==> src/gmsb_pkg.sv <==
`default_nettype none
// ----------------------------------------------------------------------------
// gmsb_pkg
// Shared types, codes and constants of the grid breadth-first distance block.
// ----------------------------------------------------------------------------
package gmsb_pkg;

    // default grid size
    localparam int DEF_MAX_ROWS = 32;
    localparam int DEF_MAX_COLS = 32;

    // field widths
    localparam int OP_W    = 2;
    localparam int ROW_W   = 5;
    localparam int COL_W   = 5;
    localparam int DIST_W  = 7;
    localparam int CFG_W   = 6;
    localparam int LIM_W   = 9;
    localparam int APB_AW  = 3;
    localparam int APB_DW  = 32;
    localparam int S_DW    = 16;
    localparam int M_DW    = 8;

    localparam int NUM_DIRS = 4;

    localparam logic [CFG_W-1:0] CFG_RESET = 6'd32;

    localparam logic signed [DIST_W-1:0] DIST_MAX       = 7'sd63;
    localparam logic signed [DIST_W-1:0] DIST_UNREACHED = -7'sd1;
    localparam logic signed [DIST_W-1:0] DIST_ONE       = 7'sd1;

    // register select bit of paddr
    localparam logic REG_ROWS = 1'b0;
    localparam logic REG_COLS = 1'b1;

    typedef enum logic [OP_W-1:0] {
        OP_CLEAR = 2'd0,
        OP_ADD   = 2'd1,
        OP_RUN   = 2'd2,
        OP_READ  = 2'd3
    } op_t;

    typedef enum logic [1:0] {
        DIR_UP    = 2'd0,
        DIR_DOWN  = 2'd1,
        DIR_LEFT  = 2'd2,
        DIR_RIGHT = 2'd3
    } dir_t;

    typedef enum logic [3:0] {
        ST_INIT,
        ST_IDLE,
        ST_CLEAR,
        ST_READ,
        ST_POP,
        ST_FETCH,
        ST_DIST,
        ST_CHAIN,
        ST_HOLD
    } state_t;

    // requests of one neighbor cell toward the grid and queue
    typedef struct packed {
        logic rd_en;
        logic wr_en;
        logic busy;
    } cell_flags_t;

    // coordinate width, at least one bit
    function automatic int coord_w(input int n);
        return (n > 1) ? $clog2(n) : 1;
    endfunction

    // width of a {row, col} cell address
    function automatic int addr_w(input int rows, input int cols);
        return coord_w(rows) + coord_w(cols);
    endfunction

endpackage
`default_nettype wire

==> src/gmsb_cell.sv <==
`default_nettype none
// ----------------------------------------------------------------------------
// gmsb_cell
// One neighbor cell of the expansion chain: takes the popped cell from its
// left neighbor, probes one direction, then marks and enqueues an unreached
// neighbor in the cycle after the probe. The token moves on to the next cell every cycle.
// ----------------------------------------------------------------------------
module gmsb_cell #(
    parameter int             MAX_ROWS = gmsb_pkg::DEF_MAX_ROWS,
    parameter int             MAX_COLS = gmsb_pkg::DEF_MAX_COLS,
    parameter gmsb_pkg::dir_t DIR      = gmsb_pkg::DIR_UP
) (
    input  wire logic                                                 aclk,
    input  wire logic                                                 aresetn,
    input  wire logic                                                 in_valid,
    input  wire logic [gmsb_pkg::addr_w(MAX_ROWS, MAX_COLS)-1:0]      in_addr,
    input  wire logic signed [gmsb_pkg::DIST_W-1:0]                   in_dist,
    input  wire logic [gmsb_pkg::LIM_W-1:0]                           row_lim,
    input  wire logic [gmsb_pkg::LIM_W-1:0]                           col_lim,
    input  wire logic signed [gmsb_pkg::DIST_W-1:0]                   rd_data,
    output logic                                                      out_valid,
    output logic [gmsb_pkg::addr_w(MAX_ROWS, MAX_COLS)-1:0]           out_addr,
    output logic signed [gmsb_pkg::DIST_W-1:0]                        out_dist,
    output gmsb_pkg::cell_flags_t                                     flags,
    output logic [gmsb_pkg::addr_w(MAX_ROWS, MAX_COLS)-1:0]           rd_addr,
    output logic [gmsb_pkg::addr_w(MAX_ROWS, MAX_COLS)-1:0]           wr_addr,
    output logic signed [gmsb_pkg::DIST_W-1:0]                        wr_data
);
    import gmsb_pkg::*;

    localparam int RW = coord_w(MAX_ROWS);
    localparam int CW = coord_w(MAX_COLS);
    localparam int AW = RW + CW;

    logic                     tok_vld_reg;
    logic [AW-1:0]            tok_addr_reg;
    logic signed [DIST_W-1:0] tok_dist_reg;
    logic                     chk_vld_reg;
    logic                     chk_vld_next;
    logic [AW-1:0]            chk_addr_reg;
    logic signed [DIST_W-1:0] chk_dist_reg;

    logic [RW-1:0] tok_row;
    logic [CW-1:0] tok_col;
    logic [RW-1:0] nbr_row;
    logic [CW-1:0] nbr_col;
    logic          nbr_in;

    assign tok_row = tok_addr_reg[AW-1:CW];
    assign tok_col = tok_addr_reg[CW-1:0];

    // neighbor coordinate and bounds test for this direction
    // the popped cell itself may lie outside limits written after it was queued
    always_comb begin
        nbr_row = tok_row;
        nbr_col = tok_col;
        nbr_in  = 1'b0;
        case (DIR)
            DIR_UP: begin
                nbr_row = tok_row - RW'(1);
                nbr_in  = (tok_row != '0) && (LIM_W'(tok_row) <= row_lim) &&
                          (LIM_W'(tok_col) < col_lim);
            end
            DIR_DOWN: begin
                nbr_row = tok_row + RW'(1);
                nbr_in  = ((LIM_W'(tok_row) + LIM_W'(1)) < row_lim) &&
                          (LIM_W'(tok_col) < col_lim);
            end
            DIR_LEFT: begin
                nbr_col = tok_col - CW'(1);
                nbr_in  = (tok_col != '0) && (LIM_W'(tok_col) <= col_lim) &&
                          (LIM_W'(tok_row) < row_lim);
            end
            DIR_RIGHT: begin
                nbr_col = tok_col + CW'(1);
                nbr_in  = ((LIM_W'(tok_col) + LIM_W'(1)) < col_lim) &&
                          (LIM_W'(tok_row) < row_lim);
            end
            default: begin
                nbr_in = 1'b0;
            end
        endcase
    end

    assign chk_vld_next = tok_vld_reg & nbr_in;

    // probe now, mark on the next cycle when the neighbor is still unreached
    assign flags.rd_en = chk_vld_next;
    assign flags.wr_en = chk_vld_reg && (rd_data == DIST_UNREACHED);
    assign flags.busy  = tok_vld_reg | chk_vld_reg;
    assign rd_addr     = {nbr_row, nbr_col};
    assign wr_addr     = chk_addr_reg;
    assign wr_data     = chk_dist_reg;

    assign out_valid = tok_vld_reg;
    assign out_addr  = tok_addr_reg;
    assign out_dist  = tok_dist_reg;

    // valid bits
    always_ff @(posedge aclk) begin
        if (!aresetn) begin
            tok_vld_reg <= 1'b0;
            chk_vld_reg <= 1'b0;
        end else begin
            tok_vld_reg <= in_valid;
            chk_vld_reg <= chk_vld_next;
        end
    end

    // token and probe payload
    always_ff @(posedge aclk) begin
        tok_addr_reg <= in_addr;
        tok_dist_reg <= in_dist;
        chk_addr_reg <= {nbr_row, nbr_col};
        chk_dist_reg <= tok_dist_reg;
    end

endmodule
`default_nettype wire

==> config.mk <==
export PLATFORM = sky130hd
export DESIGN_NAME = gmsb_cell
export DESIGN_NICKNAME = d
export VERILOG_FILES = /design/src/gmsb_pkg.sv /design/src/gmsb_cell.sv
export SDC_FILE = /design/constraint.sdc
export NUM_CORES = 1
export LEC_CHECK = 0
export BUFFER_PORTS_ARGS = -buffer_cell sky130_fd_sc_hd__buf_2
export CORE_ASPECT_RATIO = 1.25
export CORE_MARGIN = 4
export CORE_UTILIZATION = 40
export CTS_CLUSTER_SIZE = 30
export DETAILED_ROUTE_END_ITERATION = 8
export PLACE_DENSITY = 0.83
export SETUP_SLACK_MARGIN = 0.3
export SLEW_MARGIN = 20
export SYNTH_ARGS = -nofsm -noshare
export SYNTH_HDL_FRONTEND = slang
export SYNTH_SLANG_ARGS = --single-unit
==> constraint.sdc <==
create_clock -name aclk -period 4 [get_ports aclk]
set_input_delay 0.6 -clock aclk [delete_from_list [all_inputs] [get_ports aclk]]
set_output_delay 0.6 -clock aclk [all_outputs]
set_load 0.05 [all_outputs]
==> summary.txt <==
Clocking
  • Cts hold-fix bufs: 0
  • Max Root-Sink Buffers: 2
  • Clock Pin Slew Worst Setup and Hold Paths: 0.11 ns
  • Post-CTS Setup Bufs: 0
  • H-tree depth: 2
  • Clock root buffer: clkbuf_4
  • Cts repair resizes: 0
  • Worst-skew pair later-pin latency: 0.34 ns
  • CTS tree: yes
  • Clock Sinks: 36
  • Number of buffers created by CTS: 5

STA
  • RSZ-0062 raised after global routing: no
  • Worst-Margin Slew: 0.345 ns
  • Max Clk Rate: 0.362 GHz
  • Min Tclk post-route: 2.77 ns
  • Hold Slack: 0.352 ns
  • Clock skew: 0.00241 ns
  • Setup Viol. Count Final: 0
  • Setup_tns: 0 ns
  • Fin. max-slew vios: 0
  • Relative slew slack: 0.768
  • Period utilization: 0.691
  • Worst Setup Slack, final: 1.23 ns
  • Final hold viol count: 0

Floorplanning
  • Height of the die: 67.3 um
  • Die area: 0.00373 mm2
  • Die Width: 55.5 um
  • Core box area: 0.00268 mm2
  • Starting Density: 0.420
  • Io pins: 93
  • Site row count: 21

Logic synthesis
  • Post-Syn Nets: 151
  • Post-synth cell types: 20
  • Sequential share of the synthesized area: 0.640
  • Yosys reg bits: 36
  • Synth top area cells: dfxtp_1 64%, ha_1 11%, buf_4 4.0%
  • Cells after Synth: 96
  • Synth area leader: dfxtp_1
  • Syn Area/Cell: 11.7 um2
  • Ys Warns: 0
  • Yosys top cell area share: 0.640
  • Synthesized area: 0.00113 mm2

Pwr
  • Part of the power in registers: 0.470
  • Cell-internal power: 0.559 mW
  • Clock Power Share: 0.315
  • Sw frac: 0.324
  • PwrDens: 496 mW/mm2
  • Peak VDD IR: 0.412 mV
  • Comb power frac: 0.215
  • Pleak: 0.918 nW
  • NetSw: 0.269 mW
  • Power, Total: 0.827 mW

Route
  • DRC: 0
  • Starting DRT DRC Count: 9
  • Via density: 4.42
  • Antenna viol nets, final: 0
  • WL/cell: 11.8 um
  • Final wirelength: 2.64 mm
  • DRT Pass-1 Iters: 4
  • Via count of the routed design: 991

Final layout
  • Final instance area: 0.00167 mm2
  • Core Util, Final: 0.622
  • Final net count: 244
  • Synth-to-Final Area Change: 48.1%
  • Layout cells sized above 1: 0.537
  • Non-filler cells, final: 224
  • Antenna diode count: 0

Hold path
  • Hold depth: 1
  • HP Class: input pin to register
  • Hold path start: in_dist[0]
  • Hold Path End: out_dist[0]

GRT
  • First-pass GRT wire length: 4.16 mm
  • Pin count of the biggest net entering global routing: 14
  • Gr ovfl total: 0
  • Vias in the first global route: 1006
  • Initial antenna violation count: 0
  • Global Route Usage Sum: 0.150

Place
  • GP Congestion: 0.671
  • IO Port Bufs: 92
  • HPWL after DPL: 2.26 mm
  • Post-Place Worst Slack: 1.31 ns
  • Placed cell area: 0.00158 mm2
  • Inst Count DP: 216

Worst setup path
  • FF-to-FF Start: out_addr[5]
  • R2R cell count: 7
  • CP Class: register to output port
  • CP Capture Type: output port
  • Reg2Reg Capture Point: chk_vld_reg
  • Worst-path fanout max: 4
  • CP Data Required Time: 3.40 ns
  • WP data arrival: 2.17 ns
  • Critical Path Source Type: register
  • Reg2reg setup slack: 2.31 ns

Run status
  • Status: finished clean

Job
  • Max-cap violation count: 0
-- power groups by stage --
| stage | combinational, mW | clock, mW | sequential, mW |
|---|---|---|---|
| after floorplan | 0.0569 | 0 | 0.470 |
| after global placement | 0.177 | 0 | 0.397 |
| after detailed placement | 0.179 | 0 | 0.398 |
| after CTS | 0.180 | 0.268 | 0.390 |
| after global routing | 0.189 | 0.281 | 0.392 |
| final | 0.178 | 0.260 | 0.389 |
-- critical path, cell delays in order (launching register included) --
cell	delay, ns
dfxtp_1	0.38
inv_1	0.10
ha_1	0.28
nand3_1	0.07
o21a_1	0.18
and2_1	0.15
a221o_1	0.32
nor2_1	0.09
buf_2	0.27
-- cells in the mapped netlist, drive strengths merged --
cell   number
dfxtp      36
o21a        1
ha         10
a221o       1
nor3        1
o21ai       4
xnor2       1
or2         1
nor2        3
nor2b       1
and2        3
nand3       1
nor4        2
xor2        2
nor3b       1
nand2       4
inv        12
nand4       3
buf         6
a21oi       3
-- layer usage --
layer,global-route usage,vias up,routed length (um)
li1,-,495,-
met1,0.128,423,856
met2,0.257,67,1270
met3,0.103,6,450
met4,0.0912,0,63
met5,0,-,0
-- logic make-up (layout without fill, tap and decap cells) --
kind of cell | after synthesis | in the layout | synth area share
AO/OA/AOI/OAI | 9 | 9 | 0.0467
XOR/XNOR | 3 | 3 | 0.0233
flip-flops | 36 | 36 | 0.640
AND/OR/NAND/NOR | 20 | 20 | 0.0989
adder cells (fa/ha/maj) | 10 | 10 | 0.111
buffers and inverters | 18 | 112 | 0.0800
-- cell usage in the layout, fill, tap and decap left out, types with 2 or more instances in the layout --
| master | count |
|---|---|
| buf_2 | 92 |
| dfxtp_1 | 36 |
| inv_1 | 12 |
| ha_1 | 10 |
| clkbuf_4 | 5 |
| nand2_1 | 4 |
| o21ai_0 | 4 |
| nor2_1 | 3 |
| nand4_1 | 3 |
| a21oi_1 | 3 |
| and2_1 | 3 |
| xor2_1 | 2 |
| nor4_1 | 2 |
-- worst max-delay path by stage --
stage	start	cells past startpoint	endpoint
after global routing	out_addr[5]	8	flags[2]
after global placement	row_lim[3]	9	flags[2]
final	out_addr[5]	8	flags[2]
after floorplan	out_addr[5]	8	flags[2]
after CTS	out_addr[5]	8	flags[2]
after detailed placement	row_lim[3]	9	flags[2]
-- area by class of cell --
| type | instances | area [um2] |
|---|---|---|
| Fill cell | 239 | 1010 |
| Sequential cell | 36 | 721 |
| Timing Repair Buffer | 92 | 460 |
| Multi-Input combinational cell | 42 | 315 |
| Clock inverter | 3 | 46.3 |
| Inverter | 12 | 45.0 |
| Tap cell | 34 | 42.5 |
| Clock buffer | 5 | 37.5 |
No activity file was read; power rests on OpenSTA's default activity.
